### config.mk
export PLATFORM = sky130hd
export DESIGN_NAME = pcu_ctrl
export DESIGN_NICKNAME = d
export VERILOG_FILES = /design/src/hdl/pcu_pkg.sv /design/src/hdl/pcu_ctrl.sv
export SDC_FILE = /design/constraint.sdc
export NUM_CORES = 1
export LEC_CHECK = 0
export ABC_AREA = 1
export ABC_CLOCK_PERIOD_IN_PS = 1130
export BUFFER_PORTS_ARGS = -buffer_cell sky130_fd_sc_hd__buf_2
export CAP_MARGIN = 5
export CORE_UTILIZATION = 30
export DETAILED_ROUTE_END_ITERATION = 10
export SYNTH_ARGS = -nofsm -noshare
export SYNTH_HDL_FRONTEND = slang
export SYNTH_SLANG_ARGS = --single-unit
### constraint.sdc
create_clock -name i_clk -period 1.13 [get_ports i_clk]
set_input_delay 0.0565 -clock i_clk [delete_from_list [all_inputs] [get_ports i_clk]]
set_output_delay 0.0565 -clock i_clk [all_outputs]
set_load 0.01 [all_outputs]
### src/hdl/pcu_pkg.sv
// ----------------------------------------------------------------------------
// pcu_pkg
// Types, widths and operation codes shared by the correlation unit modules.
// ----------------------------------------------------------------------------
`timescale 1ns / 1ps
`default_nettype none

package pcu_pkg;

    localparam int SAMPLE_W    = 16;
    localparam int CNT_W       = 13;
    localparam int SUM_W       = 29;
    localparam int SUM_XY_W    = 44;
    localparam int SUM_SQ_W    = 43;
    localparam int WORK_W      = 128;
    localparam int HALF_W      = 64;
    localparam int STEP_W      = 7;
    localparam int CORR_W      = 16;
    localparam int STATUS_W    = 2;
    localparam int FRAC_SHIFT  = 15;

    localparam logic [CNT_W-1:0]  MAX_SAMPLES = CNT_W'(4096);
    localparam logic [STEP_W-1:0] LAST_MUL    = STEP_W'(63);
    localparam logic [STEP_W-1:0] LAST_SQRT   = STEP_W'(63);
    localparam logic [STEP_W-1:0] LAST_DIV    = STEP_W'(127);
    localparam logic [CORR_W-1:0] CORR_ONE    = CORR_W'(16384);

    // status codes
    localparam logic [STATUS_W-1:0] STAT_OK       = 2'd0;
    localparam logic [STATUS_W-1:0] STAT_FEW      = 2'd1;
    localparam logic [STATUS_W-1:0] STAT_ZERO_DEN = 2'd2;
    localparam logic [STATUS_W-1:0] STAT_OVERFLOW = 2'd3;

    // datapath operations, run in this order
    localparam logic [3:0] OP_N_SXY  = 4'd0;
    localparam logic [3:0] OP_SX_SY  = 4'd1;
    localparam logic [3:0] OP_N_SXX  = 4'd2;
    localparam logic [3:0] OP_SX_SX  = 4'd3;
    localparam logic [3:0] OP_N_SYY  = 4'd4;
    localparam logic [3:0] OP_SY_SY  = 4'd5;
    localparam logic [3:0] OP_VA_VB  = 4'd6;
    localparam logic [3:0] OP_SQRT   = 4'd7;
    localparam logic [3:0] OP_DIV    = 4'd8;

    typedef struct packed {
        logic signed [SAMPLE_W-1:0] x_sample;
        logic signed [SAMPLE_W-1:0] y_sample;
        logic                       last_pair;
    } t_in_word;

    typedef struct packed {
        logic signed [CORR_W-1:0] correlation;
        logic [STATUS_W-1:0]      status;
        logic [CNT_W-1:0]         pair_count;
    } t_out_word;

    typedef struct packed {
        logic       acc;
        logic       start;
        logic [3:0] op;
        logic       out_load;
    } t_cmd;

    typedef struct packed {
        logic done;
        logic n_lt2;
        logic den_zero;
    } t_stat;

endpackage

`default_nettype wire

### src/hdl/pcu_ctrl.sv
// ----------------------------------------------------------------------------
// pcu_ctrl
// Sequencer: accepts words, walks the datapath through the final arithmetic
// and hands the result to the output register.
// ----------------------------------------------------------------------------
`timescale 1ns / 1ps
`default_nettype none

module pcu_ctrl
    import pcu_pkg::*;
(
    input  wire logic  i_clk,
    input  wire logic  i_rst_n,
    input  wire logic  i_in_valid,
    input  wire logic  i_in_last,
    input  wire logic  i_out_stall,
    input  wire t_stat i_stat,
    output logic       o_in_stall,
    output logic       o_out_valid,
    output t_cmd       o_cmd
);

    localparam logic [2:0] ST_IDLE   = 3'd0;
    localparam logic [2:0] ST_CHECK  = 3'd1;
    localparam logic [2:0] ST_START  = 3'd2;
    localparam logic [2:0] ST_WAIT   = 3'd3;
    localparam logic [2:0] ST_FINISH = 3'd4;

    logic [2:0] r_state, n_state;
    logic [3:0] r_op, n_op;
    logic       r_out_valid, n_out_valid;
    logic       s_in_acc, s_slot_free;

    assign o_in_stall  = (r_state != ST_IDLE);
    assign o_out_valid = r_out_valid;
    assign s_in_acc    = i_in_valid && !o_in_stall;
    assign s_slot_free = !r_out_valid || !i_out_stall;

    always_comb begin
        n_state      = r_state;
        n_op         = r_op;
        n_out_valid  = r_out_valid && i_out_stall;
        o_cmd        = '0;
        o_cmd.op     = r_op;
        o_cmd.acc    = s_in_acc;
        case (r_state)
            ST_IDLE: begin
                if (s_in_acc && i_in_last) begin
                    n_state = ST_CHECK;
                end
            end
            ST_CHECK: begin
                if (i_stat.n_lt2) begin
                    n_state = ST_FINISH;
                end else begin
                    n_op    = OP_N_SXY;
                    n_state = ST_START;
                end
            end
            ST_START: begin
                o_cmd.start = 1'b1;
                n_state     = ST_WAIT;
            end
            ST_WAIT: begin
                if (i_stat.done) begin
                    if (r_op == OP_DIV || (r_op == OP_SQRT && i_stat.den_zero)) begin
                        n_state = ST_FINISH;
                    end else begin
                        n_op    = r_op + 4'd1;
                        n_state = ST_START;
                    end
                end
            end
            ST_FINISH: begin
                // hold until the output register is free
                if (s_slot_free) begin
                    o_cmd.out_load = 1'b1;
                    n_out_valid    = 1'b1;
                    n_state        = ST_IDLE;
                end
            end
            default: begin
                n_state = ST_IDLE;
            end
        endcase
    end

    always_ff @(posedge i_clk) begin
        if (!i_rst_n) begin
            r_state     <= ST_IDLE;
            r_op        <= OP_N_SXY;
            r_out_valid <= 1'b0;
        end else begin
            r_state     <= n_state;
            r_op        <= n_op;
            r_out_valid <= n_out_valid;
        end
    end

endmodule

`default_nettype wire

==> reports/results.ini <==
[sta]
skew_ns=0.00599
tightest_slew_ns=0.206
fin_crit_ns=1.19
maxSlewViolCount=0
maxSlewHeadroom_pct=86.2
period_share_pct=105
hold_viol_final=0
layout_setup_ws_ns=-0.0590
rsz0062_at_grt=true
fmaxAchievable_mhz=841
finalSetupViolCount=8

[route]
vias_per_cell=4.27
top_layer=met4
wl_per_cell_um=9.68
met2_wirelength_um=658
drt-initial-drc-count=10
dr.pass1.iters=4
drc=0
routed_wl_um=1380
wl_met1_um=673
vias=610
wl_met3_um=26
drtAntennaViolNets=0

[clock_tree]
clock_latency_ns=0.26
cts_buffer_depth=2
cts_root_buf=clkbuf_4
cts.sinks=8
cts.htree.levels=1
cts_buffers=3
tritoncts=built
cts.clk_slew.worst_paths_ns=0.06
cts_hold_buf=0

[placement]
dp_hpwl_um=1040
io_buffers=16
place_congestion=0.771
dp.cells=137

[critical_path]
required_ns=1.28
path_class=reg -> reg
end_kind=register
rr_worst_depth=9
critPathLaunchType=register
cp.arrival_ns=1.34
path_max_fanout=8

[power]
power_density_mw_per_mm2=876
p_comb_share_pct=32.2
power.share.clock_pct=28.3
p_int_uw=561
seqPwrFrac_pct=39.4
peakVddDrop_mv=0.659
power_switching_uw=287
swShare_pct=33.9
p_leak_nw=0.448

[grt]
grt_pass1_wl_um=1970
overflow=0
grtUsageTotal_pct=12.9
grt_pass1_vias=500
grt_max_degree=9
antenna_found_initial=0

[yosys]
syn_nets=100
ys_warn_count=0
syn-cell-area_um2=596
yosysSeqAreaShare_pct=26.9
synthCells=90
synth-seq-cells=8
syn_area_per_cell_um2=6.62
ys_types=19

[floorplanning]
dieArea_mm2=0.00217
rows=15
die_h_um=46.6
start_util_pct=33.1
core_mm2=0.00180
io_pins=17
die_w_um=46.6

[cells_and_area]
drive_gt1_share_pct=60.2
area_growth_pct=62.6
regArea_um2=179
stdcell_count=143
final_core_util_pct=53.8
final_cell_mix=nand2_1 (16), buf_2 (16), nor2_1 (11)
antenna_cells=0
multi_input_area_um2=509
nets=129
fill_cells=164

[outcome]
status=finished, violations left
violations=setup timing

[min_path]
whs_path_depth=3
min_path_type=in -> reg

[flow_run]
max_cap_violations=0

[through the flow]
step | total power, mW | setup slack (ns) | hold WS (ns) | instance area [um^2] | setup TNS [ns]
floorplan | 0.472 | -0.00198 | 0.168 | 629 | -0.00198
global placement | 0.548 | -0.0990 | 0.315 | 786 | -0.434
detailed placement | 0.551 | -0.110 | 0.314 | 786 | -0.498
CTS | 0.817 | -0.0400 | 0.0392 | 866 | -0.156
global route | 0.898 | -0.131 | 0.0429 | 968 | -0.888
finish | 0.849 | -0.0590 | 0.0439 | 968 | -0.218
[layer usage]
metal	vias to the layer above	GRT usage, %
met5	-	0
met4	0	8.82
met3	4	1.18
met2	10	19.4
met1	260	17.1
li1	336	-
[power by group through the flow]
stage	logic [mW]	registers [mW]	clock network, mW
final	0.273	0.335	0.241
after global routing	0.304	0.338	0.257
after CTS	0.243	0.328	0.245
after detailed placement	0.220	0.331	0
after global placement	0.219	0.330	0
after floorplan	0.135	0.337	0
[cell usage after synthesis]
cell type	instances	area, um^2
a211oi_2	1	12.5
a21oi_1	6	30.0
a21oi_2	1	8.76
buf_4	1	7.51
dfxtp_1	8	160
ha_1	2	25.0
inv_1	15	56.3
inv_2	2	7.51
nand2_1	22	82.6
nand2_2	1	6.26
nand2_4	1	11.3
nand3_1	9	45.0
nand3_4	1	17.5
nand3b_2	1	11.3
nor2_1	12	45.0
nor2_4	3	33.8
nor2_8	1	20.0
nor3_1	2	10.0
o21ai_0	1	5.00
[kinds of logic (layout without fill, tap and decap cells)]
family / count (synthesis) / after routing / synth area share, %
and+or+nand+nor: 53 / 53 / 47.5
buffers and inverters: 18 / 46 / 12.0
AOI/OAI and AO/OA: 9 / 9 / 9.45
DFF: 8 / 8 / 26.9
adders and majority gates: 2 / 2 / 4.20
[worst max-delay path, cell delays in order (launching register included)]
cell,delay [ns]
dfxtp_4,0.36
ha_4,0.16
nand2_2,0.07
inv_2,0.05
nand2_4,0.06
nand3_4,0.09
nand2_8,0.11
nand3_1,0.07
nand2_1,0.06
nor2_1,0.04
[layout make-up]
| class | count | area share, % |
|---|---|---|
| multi-input combinational | 64 | 52.6 |
| sequential | 8 | 18.5 |
| timing repair buffer | 25 | 15.6 |
| inverter | 17 | 7.36 |
| tap | 25 | 3.23 |
| clock buffer | 4 | 2.71 |
[what timing repair did]
item / CTS / global route
gates resized for setup: 15 / 25
endpoints found under the setup margin: 11 / 10
buffers inserted: 1 / 1
pin swaps: 3 / 10
[registers in the layout, summed over array words and instances (netlist names)]
register / count
r_op: 4
r_state: 3
o_out_valid: 1
[path summary, 6_finish.rpt]
path,startpoint,end,slack (ns)
worst min-delay path,i_rst_n,r_op[1]$_SDFFE_PN0P_,0.04
worst max-delay path,r_op[1]$_SDFFE_PN0P_,r_op[3]$_SDFFE_PN0P_,-0.06
worst max register to register,r_op[1]$_SDFFE_PN0P_,r_op[3]$_SDFFE_PN0P_,-0.06
worst min register to register,o_out_valid$_SDFF_PN0_,o_out_valid$_SDFF_PN0_,0.48
Power figures use the tool's default switching activity.
